### src/rtl/core/assert_macros.svh
// Assertion macros shared by the RTL of the cover-crop scaler.
// Clock and reset are taken from the including scope (clock, reset).
`ifndef ASSERT_MACROS_SVH
`define ASSERT_MACROS_SVH

`ifndef SYNTH

// antecedent implies consequent in the same cycle
`define ASSERT_IMPL(label, ante, cons) \
   label: assert property (@(posedge clock) disable iff (reset) (ante) |-> (cons)) \
      else $error("assertion failed");

// antecedent implies consequent in the next cycle
`define ASSERT_NEXT(label, ante, cons) \
   label: assert property (@(posedge clock) disable iff (reset) (ante) |=> (cons)) \
      else $error("assertion failed");

`else

`define ASSERT_IMPL(label, ante, cons)
`define ASSERT_NEXT(label, ante, cons)

`endif

`endif

### src/rtl/core/ccns_pkg.sv
// Shared types and constants of the cover-crop nearest scaler.
// No dependencies; used by the channel interfaces and the top level.
package ccns_pkg;

   localparam int unsigned MAX_DIM_DEF = 1024;
   localparam int unsigned COL_W       = 10;   // request and source index fields
   localparam int unsigned SIZE_W      = 11;   // size and edge registers
   localparam int unsigned POS_W       = 12;   // absolute destination position
   localparam int unsigned FRAC_W      = 16;   // fraction bits; the step is 11.16 fixed point
   localparam int unsigned STEP_W      = SIZE_W + FRAC_W;

   typedef enum logic [2:0] {
      CSR_SOURCE_WIDTH   = 3'd0,
      CSR_SOURCE_HEIGHT  = 3'd1,
      CSR_RECT_LEFT      = 3'd2,
      CSR_RECT_TOP       = 3'd3,
      CSR_RECT_WIDTH     = 3'd4,
      CSR_RECT_HEIGHT    = 3'd5,
      CSR_SURFACE_WIDTH  = 3'd6,
      CSR_SURFACE_HEIGHT = 3'd7
   } csr_index_type;

   typedef enum logic [2:0] {
      DRV_IDLE,
      DRV_LOAD,
      DRV_DIV,
      DRV_MIN,
      DRV_MUL,
      DRV_SUB
   } drv_state_type;

endpackage

### src/rtl/core/ccns_req_if.sv
// Request channel of the cover-crop scaler: one destination pixel position.
// Depends on ccns_pkg for field widths.
interface ccns_req_if;
   logic                         valid;
   logic                         ready;
   logic [ccns_pkg::COL_W-1:0]   out_col;
   logic [ccns_pkg::COL_W-1:0]   out_row;

   modport source (output valid, output out_col, output out_row, input ready);
   modport sink   (input valid, input out_col, input out_row, output ready);
endinterface

### src/rtl/core/ccns_rsp_if.sv
// Response channel of the cover-crop scaler: source index, position, visibility.
// Depends on ccns_pkg for field widths.
interface ccns_rsp_if;
   logic                                valid;
   logic                                ready;
   logic [ccns_pkg::COL_W-1:0]          src_col;
   logic [ccns_pkg::COL_W-1:0]          src_row;
   logic signed [ccns_pkg::POS_W-1:0]   dest_x;
   logic signed [ccns_pkg::POS_W-1:0]   dest_y;
   logic                                visible;

   modport source (output valid, output src_col, output src_row, output dest_x,
                   output dest_y, output visible, input ready);
   modport sink   (input valid, input src_col, input src_row, input dest_x,
                   input dest_y, input visible, output ready);
endinterface

### src/rtl/core/cover_crop_nearest_scaler.sv
// Cover-crop nearest-neighbour scaler: maps rectangle pixels to source pixels.
// Depends on ccns_pkg, ccns_req_if, ccns_rsp_if and assert_macros.svh.

`include "assert_macros.svh"

// Takes one request per clock while no derivation runs and the response side
// is not stalled; a request passes the input, multiply, crop add and
// clamp/output register stages; a stalled response holds the pipeline without
// losing anything. Each CSR write starts a re-derivation of the shared 11.16
// step and the two crop offsets: a load state, a one-bit-per-cycle restoring
// divider (both axes in parallel), then min, multiply and subtract. req ready
// stays low during that time; CSR writes are taken at any time and restart it.
module cover_crop_nearest_scaler #(
   parameter int unsigned MAX_DIM = ccns_pkg::MAX_DIM_DEF
) (
   input  logic                          clock,
   input  logic                          reset,
   ccns_req_if.sink                      req_chan,
   ccns_rsp_if.source                    rsp_chan,
   input  logic                          csr_write,
   input  ccns_pkg::csr_index_type       csr_index,
   input  logic [ccns_pkg::SIZE_W-1:0]   csr_data
);
   import ccns_pkg::*;

   localparam int unsigned PROD_W   = STEP_W + COL_W;
   localparam int unsigned SUM_W    = PROD_W + 1;
   localparam int unsigned IDX_W    = SUM_W - FRAC_W;
   localparam int unsigned MUL_W    = STEP_W + SIZE_W;
   localparam int unsigned CNT_W    = $clog2(STEP_W);
   localparam int unsigned COL_MAX  = (1 << COL_W) - 1;
   localparam logic [COL_W-1:0] LIM_CAP =
      COL_W'((MAX_DIM - 1 < COL_MAX) ? MAX_DIM - 1 : COL_MAX);
   localparam logic [CNT_W-1:0] DIV_LAST = CNT_W'(STEP_W - 1);

   function automatic logic [SIZE_W-1:0] sat_dim(input logic [SIZE_W-1:0] v);
      if (32'(v) > MAX_DIM) begin
         return SIZE_W'(MAX_DIM);
      end
      return v;
   endfunction

   // ---------------------------------------------------------------- CSRs
   logic [SIZE_W-1:0]        src_w_ff, src_h_ff, rect_w_ff, rect_h_ff;
   logic [SIZE_W-1:0]        surf_w_ff, surf_h_ff;
   logic signed [SIZE_W-1:0] rect_l_ff, rect_t_ff;

   always_ff @(posedge clock) begin
      if (reset) begin
         src_w_ff  <= '0;
         src_h_ff  <= '0;
         rect_w_ff <= '0;
         rect_h_ff <= '0;
         surf_w_ff <= '0;
         surf_h_ff <= '0;
         rect_l_ff <= '0;
         rect_t_ff <= '0;
      end else if (csr_write) begin
         unique case (csr_index)
            CSR_SOURCE_WIDTH:   src_w_ff  <= sat_dim(csr_data);
            CSR_SOURCE_HEIGHT:  src_h_ff  <= sat_dim(csr_data);
            CSR_RECT_LEFT:      rect_l_ff <= $signed(csr_data);
            CSR_RECT_TOP:       rect_t_ff <= $signed(csr_data);
            CSR_RECT_WIDTH:     rect_w_ff <= sat_dim(csr_data);
            CSR_RECT_HEIGHT:    rect_h_ff <= sat_dim(csr_data);
            CSR_SURFACE_WIDTH:  surf_w_ff <= sat_dim(csr_data);
            CSR_SURFACE_HEIGHT: surf_h_ff <= sat_dim(csr_data);
            default: ;
         endcase
      end
   end

   logic sizes_ok;
   assign sizes_ok = (src_w_ff != '0) && (src_h_ff != '0) &&
                     (rect_w_ff != '0) && (rect_h_ff != '0);

   // ---------------------------------------------------------- derivation
   drv_state_type drv_state_ff, drv_state_in;
   logic load_en, div_en, min_en, mul_en, sub_en, busy;

   logic [CNT_W-1:0]  cnt_ff;
   logic [SIZE_W-1:0] remx_ff, remy_ff;
   logic [STEP_W-1:0] quox_ff, quoy_ff;
   logic [STEP_W-1:0] step_ff;
   logic [MUL_W-1:0]  prodx_ff, prody_ff;
   logic [STEP_W-1:0] cropx_ff, cropy_ff;

   logic [STEP_W-1:0] numx, numy;
   logic [SIZE_W:0]   shx, shy;
   logic              gex, gey;

   assign numx = {src_w_ff, FRAC_W'(0)};
   assign numy = {src_h_ff, FRAC_W'(0)};

   // restoring divider, one quotient bit per cycle per axis
   assign shx = {remx_ff, quox_ff[STEP_W-1]};
   assign shy = {remy_ff, quoy_ff[STEP_W-1]};
   assign gex = shx >= {1'b0, rect_w_ff};
   assign gey = shy >= {1'b0, rect_h_ff};

   always_comb begin
      drv_state_in = drv_state_ff;
      unique case (drv_state_ff)
         DRV_IDLE: drv_state_in = DRV_IDLE;
         DRV_LOAD: drv_state_in = DRV_DIV;
         DRV_DIV:  drv_state_in = (cnt_ff == DIV_LAST) ? DRV_MIN : DRV_DIV;
         DRV_MIN:  drv_state_in = DRV_MUL;
         DRV_MUL:  drv_state_in = DRV_SUB;
         DRV_SUB:  drv_state_in = DRV_IDLE;
         default:  drv_state_in = DRV_IDLE;
      endcase
      // any write restarts the derivation from the current registers
      if (csr_write) begin
         drv_state_in = DRV_LOAD;
      end
   end

   always_comb begin
      load_en = 1'b0;
      div_en  = 1'b0;
      min_en  = 1'b0;
      mul_en  = 1'b0;
      sub_en  = 1'b0;
      busy    = 1'b1;
      unique case (drv_state_ff)
         DRV_IDLE: busy    = 1'b0;
         DRV_LOAD: load_en = 1'b1;
         DRV_DIV:  div_en  = 1'b1;
         DRV_MIN:  min_en  = 1'b1;
         DRV_MUL:  mul_en  = 1'b1;
         DRV_SUB:  sub_en  = 1'b1;
         default:  busy    = 1'b0;
      endcase
   end

   always_ff @(posedge clock) begin
      if (reset) begin
         drv_state_ff <= DRV_IDLE;
      end else begin
         drv_state_ff <= drv_state_in;
      end
   end

   always_ff @(posedge clock) begin
      if (load_en) begin
         quox_ff <= numx;
         quoy_ff <= numy;
         remx_ff <= '0;
         remy_ff <= '0;
         cnt_ff  <= '0;
      end
      if (div_en) begin
         remx_ff <= gex ? SIZE_W'(shx - {1'b0, rect_w_ff}) : shx[SIZE_W-1:0];
         remy_ff <= gey ? SIZE_W'(shy - {1'b0, rect_h_ff}) : shy[SIZE_W-1:0];
         quox_ff <= {quox_ff[STEP_W-2:0], gex};
         quoy_ff <= {quoy_ff[STEP_W-2:0], gey};
         cnt_ff  <= cnt_ff + 1'b1;
      end
      if (min_en) begin
         step_ff <= (quox_ff < quoy_ff) ? quox_ff : quoy_ff;
      end
      if (mul_en) begin
         prodx_ff <= MUL_W'(step_ff) * MUL_W'(rect_w_ff);
         prody_ff <= MUL_W'(step_ff) * MUL_W'(rect_h_ff);
      end
      if (sub_en) begin
         // step never exceeds either quotient, so the difference is not negative
         cropx_ff <= STEP_W'((MUL_W'(numx) - prodx_ff) >> 1);
         cropy_ff <= STEP_W'((MUL_W'(numy) - prody_ff) >> 1);
      end
   end

   // ------------------------------------------------------------ pipeline
   logic v1_ff, v2_ff, v3_ff, v4_ff;
   logic adv1, adv2, adv3, adv4, req_fire;

   assign adv4     = !v4_ff || rsp_chan.ready;
   assign adv3     = !v3_ff || adv4;
   assign adv2     = !v2_ff || adv3;
   assign adv1     = !v1_ff || adv2;
   assign req_chan.ready = adv1 && !busy;
   assign req_fire = req_chan.valid && req_chan.ready;

   always_ff @(posedge clock) begin
      if (reset) begin
         v1_ff <= 1'b0;
         v2_ff <= 1'b0;
         v3_ff <= 1'b0;
         v4_ff <= 1'b0;
      end else begin
         if (adv1) v1_ff <= req_fire;
         if (adv2) v2_ff <= v1_ff;
         if (adv3) v3_ff <= v2_ff;
         if (adv4) v4_ff <= v3_ff;
      end
   end

   // stage 1: capture request, destination position, inside-rectangle test
   logic [COL_W-1:0]        col1_ff, row1_ff;
   logic signed [POS_W-1:0] dx1_ff, dy1_ff;
   logic                    inrect1_ff;

   always_ff @(posedge clock) begin
      if (adv1) begin
         col1_ff    <= req_chan.out_col;
         row1_ff    <= req_chan.out_row;
         dx1_ff     <= POS_W'(rect_l_ff) + $signed({2'b00, req_chan.out_col});
         dy1_ff     <= POS_W'(rect_t_ff) + $signed({2'b00, req_chan.out_row});
         inrect1_ff <= ({1'b0, req_chan.out_col} < rect_w_ff) &&
                       ({1'b0, req_chan.out_row} < rect_h_ff);
      end
   end

   // stage 2: step times index, surface clip
   logic [PROD_W-1:0]       px2_ff, py2_ff;
   logic signed [POS_W-1:0] dx2_ff, dy2_ff;
   logic                    vis2_ff, ok2_ff;
   logic                    on_surf;

   assign on_surf = !dx1_ff[POS_W-1] && (dx1_ff[SIZE_W-1:0] < surf_w_ff) &&
                    !dy1_ff[POS_W-1] && (dy1_ff[SIZE_W-1:0] < surf_h_ff);

   always_ff @(posedge clock) begin
      if (adv2) begin
         px2_ff  <= PROD_W'(step_ff) * PROD_W'(col1_ff);
         py2_ff  <= PROD_W'(step_ff) * PROD_W'(row1_ff);
         dx2_ff  <= dx1_ff;
         dy2_ff  <= dy1_ff;
         ok2_ff  <= sizes_ok;
         vis2_ff <= sizes_ok && inrect1_ff && on_surf;
      end
   end

   // stage 3: add crop offset, keep the integer part
   logic [SUM_W-1:0]        sumx, sumy;
   logic [IDX_W-1:0]        ix3_ff, iy3_ff;
   logic signed [POS_W-1:0] dx3_ff, dy3_ff;
   logic                    vis3_ff, ok3_ff;

   assign sumx = SUM_W'(cropx_ff) + SUM_W'(px2_ff);
   assign sumy = SUM_W'(cropy_ff) + SUM_W'(py2_ff);

   always_ff @(posedge clock) begin
      if (adv3) begin
         ix3_ff  <= sumx[SUM_W-1:FRAC_W];
         iy3_ff  <= sumy[SUM_W-1:FRAC_W];
         dx3_ff  <= dx2_ff;
         dy3_ff  <= dy2_ff;
         ok3_ff  <= ok2_ff;
         vis3_ff <= vis2_ff;
      end
   end

   // stage 4: clamp to the picture and hold the response
   logic [SIZE_W-1:0]       wm1, hm1;
   logic [COL_W-1:0]        limx, limy, cx, cy;
   logic [COL_W-1:0]        sc4_ff, sr4_ff;
   logic signed [POS_W-1:0] dx4_ff, dy4_ff;
   logic                    vis4_ff, ok4_ff;

   assign wm1  = src_w_ff - 1'b1;
   assign hm1  = src_h_ff - 1'b1;
   assign limx = (wm1 > SIZE_W'(LIM_CAP)) ? LIM_CAP : wm1[COL_W-1:0];
   assign limy = (hm1 > SIZE_W'(LIM_CAP)) ? LIM_CAP : hm1[COL_W-1:0];
   assign cx   = (ix3_ff > IDX_W'(limx)) ? limx : ix3_ff[COL_W-1:0];
   assign cy   = (iy3_ff > IDX_W'(limy)) ? limy : iy3_ff[COL_W-1:0];

   always_ff @(posedge clock) begin
      if (adv4) begin
         sc4_ff  <= ok3_ff ? cx : '0;
         sr4_ff  <= ok3_ff ? cy : '0;
         dx4_ff  <= dx3_ff;
         dy4_ff  <= dy3_ff;
         ok4_ff  <= ok3_ff;
         vis4_ff <= vis3_ff;
      end
   end

   assign rsp_chan.valid   = v4_ff;
   assign rsp_chan.src_col = sc4_ff;
   assign rsp_chan.src_row = sr4_ff;
   assign rsp_chan.dest_x  = dx4_ff;
   assign rsp_chan.dest_y  = dy4_ff;
   assign rsp_chan.visible = vis4_ff;

   // ---------------------------------------------------------- assertions
   `ASSERT_IMPL(a_no_req_while_deriving, drv_state_ff != DRV_IDLE, !req_chan.ready)
   `ASSERT_IMPL(a_div_count_bound, drv_state_ff == DRV_DIV, cnt_ff <= DIV_LAST)
   `ASSERT_NEXT(a_stage3_moves_out, v3_ff && adv4, v4_ff)
   `ASSERT_IMPL(a_zero_size_hidden, v4_ff && !ok4_ff,
                !vis4_ff && sc4_ff == '0 && sr4_ff == '0)

endmodule

### src/flat_wrapper.sv
// flat-port wrapper written by rule: the top's interface ports become plain ports
module cover_crop_nearest_scaler_flat import ccns_pkg::*;
#(
   parameter int unsigned MAX_DIM = ccns_pkg::MAX_DIM_DEF
)
  (clock, reset, csr_write, csr_index, csr_data, req_chan_valid, req_chan_out_col, req_chan_out_row, req_chan_ready, rsp_chan_valid, rsp_chan_src_col, rsp_chan_src_row, rsp_chan_dest_x, rsp_chan_dest_y, rsp_chan_visible, rsp_chan_ready);
  ccns_req_if req_chan_i ();
  ccns_rsp_if rsp_chan_i ();
  input  logic clock;
  input  logic reset;
  input  logic csr_write;
  input  ccns_pkg::csr_index_type csr_index;
  input  logic [ccns_pkg::SIZE_W-1:0] csr_data;
  input wire logic [$bits(req_chan_i.valid)-1:0] req_chan_valid;
  input wire logic [$bits(req_chan_i.out_col)-1:0] req_chan_out_col;
  input wire logic [$bits(req_chan_i.out_row)-1:0] req_chan_out_row;
  output wire logic [$bits(req_chan_i.ready)-1:0] req_chan_ready;
  output wire logic [$bits(rsp_chan_i.valid)-1:0] rsp_chan_valid;
  output wire logic [$bits(rsp_chan_i.src_col)-1:0] rsp_chan_src_col;
  output wire logic [$bits(rsp_chan_i.src_row)-1:0] rsp_chan_src_row;
  output wire logic [$bits(rsp_chan_i.dest_x)-1:0] rsp_chan_dest_x;
  output wire logic [$bits(rsp_chan_i.dest_y)-1:0] rsp_chan_dest_y;
  output wire logic [$bits(rsp_chan_i.visible)-1:0] rsp_chan_visible;
  input wire logic [$bits(rsp_chan_i.ready)-1:0] rsp_chan_ready;
  assign req_chan_i.valid = req_chan_valid;
  assign req_chan_i.out_col = req_chan_out_col;
  assign req_chan_i.out_row = req_chan_out_row;
  assign req_chan_ready = req_chan_i.ready;
  assign rsp_chan_valid = rsp_chan_i.valid;
  assign rsp_chan_src_col = rsp_chan_i.src_col;
  assign rsp_chan_src_row = rsp_chan_i.src_row;
  assign rsp_chan_dest_x = rsp_chan_i.dest_x;
  assign rsp_chan_dest_y = rsp_chan_i.dest_y;
  assign rsp_chan_visible = rsp_chan_i.visible;
  assign rsp_chan_i.ready = rsp_chan_ready;
  cover_crop_nearest_scaler #(.MAX_DIM(MAX_DIM)) u_core (.clock(clock), .reset(reset), .req_chan(req_chan_i), .rsp_chan(rsp_chan_i), .csr_write(csr_write), .csr_index(csr_index), .csr_data(csr_data));
endmodule
### config.mk
export PLATFORM = sky130hd
export DESIGN_NAME = cover_crop_nearest_scaler_flat
export DESIGN_NICKNAME = d
export VERILOG_FILES = /design/src/rtl/core/ccns_pkg.sv /design/src/rtl/core/ccns_req_if.sv /design/src/rtl/core/ccns_rsp_if.sv /design/src/rtl/core/cover_crop_nearest_scaler.sv /design/src/flat_wrapper.sv
export VERILOG_INCLUDE_DIRS = /design/src /design/src/rtl/core
export SDC_FILE = /design/constraint.sdc
export NUM_CORES = 2
export LEC_CHECK = 0
export BUFFER_PORTS_ARGS = -buffer_cell sky130_fd_sc_hd__buf_2
export CORE_AREA = 5 5 316 318
export CTS_CLUSTER_SIZE = 8
export DETAILED_ROUTE_END_ITERATION = 10
export DIE_AREA = 0 0 321 323
export MAX_ROUTING_LAYER = met4
export PLACE_DENSITY = 0.84
export SLEW_MARGIN = 25
export SYNTH_ARGS = -nofsm -noshare
export SYNTH_HDL_FRONTEND = slang
export SYNTH_SLANG_ARGS = --single-unit
### constraint.sdc
create_clock -name clock -period 9.9 [get_ports clock]
set_input_delay 0.495 -clock clock [delete_from_list [all_inputs] [get_ports clock]]
set_output_delay 0.495 -clock clock [all_outputs]
set_load 0.1 [all_outputs]
Word level (Yosys, flattened, before mapping)
Cells that the tools add are included.

Div/mod/pow operators: 0. Bitwise gates (word level): 0. Mux-type cells: 51. $mul: 4. Eq/ne operators: 13. Magnitude comparators: 12. Shift operators: 0. Reductions and logical operators: 38. Add/subtract/negate cells: 11.

Operators with widths (count): 27-bit two-way mux (5); 11-bit two-way mux (12); 27-bit by 37-bit adder with 38-bit output (2); 27-bit by 10-bit multiplier with 37-bit output (2); 27-bit by 11-bit multiplier with 28-bit output (2); 27-bit by 28-bit subtractor with 28-bit output (2); 22-bit by 10-bit > comparator with 1-bit output (2); 11-bit nonzero test (4); 10-bit two-way mux (4); 27-bit less-than comparator (1); 1-bit two-way mux (27); 11-bit by 11-bit adder with 12-bit output (2); 12-bit by 11-bit >= comparator with 1-bit output (2); 11-bit by 10-bit > comparator with 1-bit output, second input constant (2); 10-bit by 11-bit less-than comparator with 1-bit output (2); 11-bit less-than comparator (2); 11-bit by 1-bit subtractor with 11-bit output, second input constant (2); 11-bit subtractor (2); 3-bit equality test, second input constant (6); 2-bit AND reduction (8); 3-bit by 2-bit equality test with 1-bit output, second input constant (4); 3-bit case mux with 4 select lines (1); 11-bit > comparator, second input constant (1); 1-bit logical AND (11); 10 further kinds (21).

Latch bits: 0. Register bits after elaboration: 573. Memory bits (read-only): 0. Memory bits (writable): 0. Output and inout bits: 47. Memories kept: 0.

Logic depth before layout (Yosys ltp)
Depth in word-level cells: 7. Mapped depth: 24. Gate-level depth less buffers: 22.

Worst setup path after synthesis
Ideal clock, no wire load.

Kind: register -> register. Start: reg u_core.col1_ff[1]. End: reg u_core.px2_ff[34] (data pin). Required time: 9.639 ns. Slack: 3.582 ns. Stages on the path, launching flop included: 23. Library setup time: 0.261 ns. Path buffers: 2. Arrival: 6.057 ns. Path through: edfxtp_1 -> clkbuf_1 -> clkbuf_1 -> nand2_1 -> fa_1 -> inv_1 -> fa_1 -> inv_1 -> fa_1 -> inv_1 -> fa_1 -> fa_1 -> ha_1 -> o21ai_0 -> a21oi_1 -> a221oi_4 -> a21oi_2 -> o41a_1 -> a41o_1 -> a221o_1 -> a41oi_2 -> nor3_1 -> a311o_1.

Word-level cells in the longest chain between the ends: 1.

Ends and longest elaborated chain: from (decl) (line cover_crop_nearest_scaler.sv:199) `logic [COL_W-1:0] col1_ff, row1_ff;`; from (signal assigned) (line cover_crop_nearest_scaler.sv:205) `col1_ff <= req_chan.out_col;`; 27-bit by 10-bit multiplier with 37-bit output (line cover_crop_nearest_scaler.sv:225) `px2_ff <= PROD_W'(step_ff) * PROD_W'(col1_ff);`; to (signal assigned) (line cover_crop_nearest_scaler.sv:225); to (decl) (line cover_crop_nearest_scaler.sv:215) `logic [PROD_W-1:0] px2_ff, py2_ff;`.

Every way passes these cells. A chain may end at the register's enable or synchronous reset.

Worst setup path in the final report
Start: reg u_core.step_ff[4]. End: reg u_core.px2_ff[34] (data pin).

Word-level cells in the longest chain between the ends: 1.

Ends and longest elaborated chain: from (decl) (line cover_crop_nearest_scaler.sv:84) `logic [STEP_W-1:0] step_ff;`; from (signal assigned) (line cover_crop_nearest_scaler.sv:160) `step_ff <= (quox_ff < quoy_ff) ? quox_ff : quoy_ff;`; 27-bit by 10-bit multiplier with 37-bit output (line cover_crop_nearest_scaler.sv:225).

Every way passes these cells.

==> impl_metrics.tcl <==
set metrics [dict create \
    cts_tree "yes" \
    hold_depth 3 \
    grt_use_met1 0.369 \
    setup_slack_ns 2.90 \
    first_pass_iters 6 \
    avgSynthCellArea_um2 9.93 \
    clkTransAtPathRegs_ns 0.05 \
    path_max_fanout 22 \
    crit_required_ns 10.30 \
    setup_violations 0 \
    grt_pass1_vias 44800 \
    netlist.area_leader.share 0.266 \
    synthCells 5806 \
    clock_latency_ns 0.69 \
    gr-max-usage-layer "met2" \
    crit_path_start_kind "register" \
    hpwl_um 108000 \
    place_inst 6969 \
    coreArea_mm2 0.0963 \
    ys_types 81 \
    cts_max_level 3 \
    die_h_um 323 \
    wl_per_cell_um 21.1 \
    viasPerCell 5.98 \
    chipWidth_um 321 \
    place.gp.congestion 0.959 \
    p_leak_nw 27.2 \
    grt_first_pass_wirelength_um 240000 \
    fillCellCount 7069 \
    synth_warnings 0 \
    initial_core_util 0.599 \
    io_pins 86 \
    drtIter0Drc 3994 \
    track_usage 0.302 \
    worst_slew_pin_slew_ns 1.20 \
    worstSetupPathType "register to register" \
    maxCapViolations 0 \
    syn_area_mm2 0.0576 \
    status "complete, no violations" \
    grt.met2_usage 0.473 \
    r2r_slack_ns 2.90 \
    cts-resized-gates 0 \
    drt-total-wl_um 150000 \
    drc 0 \
    maxSlewViolCount 0 \
    synth_nets 7051 \
    hold_class "input port to register" \
    postCtsSetupBuffers 0 \
    antenna_found_initial 15 \
    worstReg2RegStart "u_core.step_ff[4]" \
    critical_path.endpoint_type "register" \
    period_share 0.707 \
    synth_seq_area_share 0.282 \
    holdPathEnd "u_core.v1_ff" \
    peakVddDrop_mv 0.182 \
    final.min_clock_period_ns 7.00 \
    synth_top_cell_by_area "fa_1" \
    timing.rr.end "u_core.px2_ff[34]" \
    nets 7029 \
    ctsHoldBuffers 0 \
    relSlewSlack 0.199 \
    port_buffers 85 \
    synthArstFlopShare 0 \
    cts_made_buffers 82 \
    holdCritStartpoint "req_chan_valid" \
    routed-via-count 42600 \
    ys_ff_latch 573 \
    rows 114 \
    final_cells 7129 \
    finalSetupTns_ns 0 \
    grt_max_degree 96 \
    synth_ff_type "edfxtp_1" \
    skew_ns 0.0860 \
    finalHoldViolCount 0 \
    drive_gt1_frac 0.0543 \
    cts.sinks 573 \
    gr-total-overflow 0 \
    rsz0062_at_grt "no" \
    dpl_worst_slack_ns 3.00 \
    fmax_mhz 143 \
    grtUsageMet3 0.0642 \
    power_density_mw_per_mm2 174 \
    r2r_cells 19 \
    ant_nets 0 \
    arrival_ns 7.40 \
    clockBufferDepth 3 \
    yosys-top-cells-area "fa_1, edfxtp_1, ha_1" \
    cts-root-buf "clkbuf_16" \
    area_delta_synth_final_pct 7.33 \
    die-area_mm2 0.104 \
    synth_edf_count 478 \
]
cells by family (layout without fill, tap and decap cells):
family,Yosys count,count (layout),share of synthesized area
and+or+nand+nor,1955,1955,0.163
xor gates and xnor gates,263,263,0.0400
buffers and inverters,1091,1121,0.0711
adders and majority gates,1206,1206,0.362
AOI/OAI and AO/OA,671,671,0.0736
other,0,17,0
muxes,47,47,0.00881
DFF,573,573,0.282
worst max-delay path, cell delays in order, from the launching register on:
cell and delay, ns:
edfxtp_1 0.85, buf_4 0.45, nand2_1 0.13, fa_1 0.53, fa_1 0.57, inv_1 0.05
fa_1 0.46, fa_1 0.51, fa_1 0.42, ha_1 0.34, o21ai_0 0.10, a21oi_1 0.13
a221oi_4 0.35, a21oi_2 0.12, o41a_1 0.37, a41o_1 0.30, a221o_1 0.39, a41oi_2 0.28
nor3_1 0.07, a311o_1 0.32
report_power, final:
| part | internal, W | switching (W) |
|---|---|---|
| logic | 0.00184 | 0.00286 |
| registers | 0.00316 | 0.000209 |
| clock network | 0.00157 | 0.00112 |
| total | 0.00657 | 0.00419 |
cell usage in the layout (no fill, tap or decap), drive strengths merged, types with 61 or more instances in the layout:
master | synthesis | layout
buf | 8 | 159
clkbuf | 257 | 128
nor3 | 61 | 61
xor2 | 75 | 75
xnor2 | 188 | 188
ha | 440 | 440
fa | 766 | 766
and2 | 503 | 503
inv | 826 | 827
o21ai | 114 | 114
nand2 | 912 | 912
edfxtp | 478 | 478
a21o | 98 | 98
dfxtp | 95 | 95
a21oi | 262 | 262
nor2 | 199 | 199
nor2b | 61 | 61
worst max path at each step:
stage                                 start                end  depth (start not counted)
after floorplan           u_core.col1_ff[1]  u_core.px2_ff[34]                         22
after global placement    u_core.step_ff[4]  u_core.px2_ff[34]                         19
after detailed placement  u_core.row1_ff[1]  u_core.py2_ff[35]                         20
after CTS                 u_core.step_ff[4]  u_core.px2_ff[34]                         19
after global routing      u_core.step_ff[4]  u_core.py2_ff[35]                         21
final                     u_core.step_ff[4]  u_core.px2_ff[34]                         19
flip-flops by register name, indices dropped and copies added, names as in the netlist, 27 cells and up:
name             cells
u_core.cropx_ff     27
u_core.cropy_ff     27
u_core.prodx_ff     28
u_core.prody_ff     28
u_core.px2_ff       37
u_core.py2_ff       37
u_core.quox_ff      27
u_core.quoy_ff      27
u_core.step_ff      27
cell usage after synthesis (17+ instances only):
cell	n
nand4_1	18
xnor2_1	188
clkbuf_1	257
inv_1	826
ha_1	440
a21oi_1	260
o21a_1	31
a21o_1	98
fa_1	766
nor2_1	199
a211oi_1	27
and3_1	23
o21bai_1	24
dfxtp_1	95
edfxtp_1	478
nor3_1	61
nand2b_1	43
nor2b_1	61
mux2i_1	17
o21ai_0	91
nand2_1	912
nor4_1	26
mux2_2	30
nand3_1	47
xor2_1	75
and2_1	502
o21ai_1	23
stage by stage:
step / util / cell area [um^2] / hold slack, ns / power [W]
finish: 0.643 / 61900 / 0.0857 / 0.0108
global route: 0.643 / 61900 / 0.0755 / 0.0114
CTS: 0.641 / 61700 / 0.0588 / 0.0107
detailed placement: 0.615 / 59300 / 0.405 / 0.00798
global placement: 0.615 / 59200 / 0.401 / 0.00785
floorplan: - / 57600 / 0.400 / 0.00663
routing by layer:
metal	vias up	wire length, um
li1	18600	-
met1	21200	55000
met2	2365	70100
met3	500	15700
met4	0	9690
met5	-	0
area by class of cell:
type | instances | area, um^2 | area share
Multi-Input combinational cell | 4142 | 37400 | 0.604
Sequential cell | 573 | 16300 | 0.263
Inverter | 826 | 3100 | 0.0502
Clock buffer | 128 | 2260 | 0.0365
Tap cell | 1276 | 1600 | 0.0258
Timing Repair Buffer | 159 | 1020 | 0.0165
Clock inverter | 8 | 204 | 0.00330
Antenna cell | 17 | 42.5 | 0.000688
No activity file was read; power rests on OpenSTA's default activity.
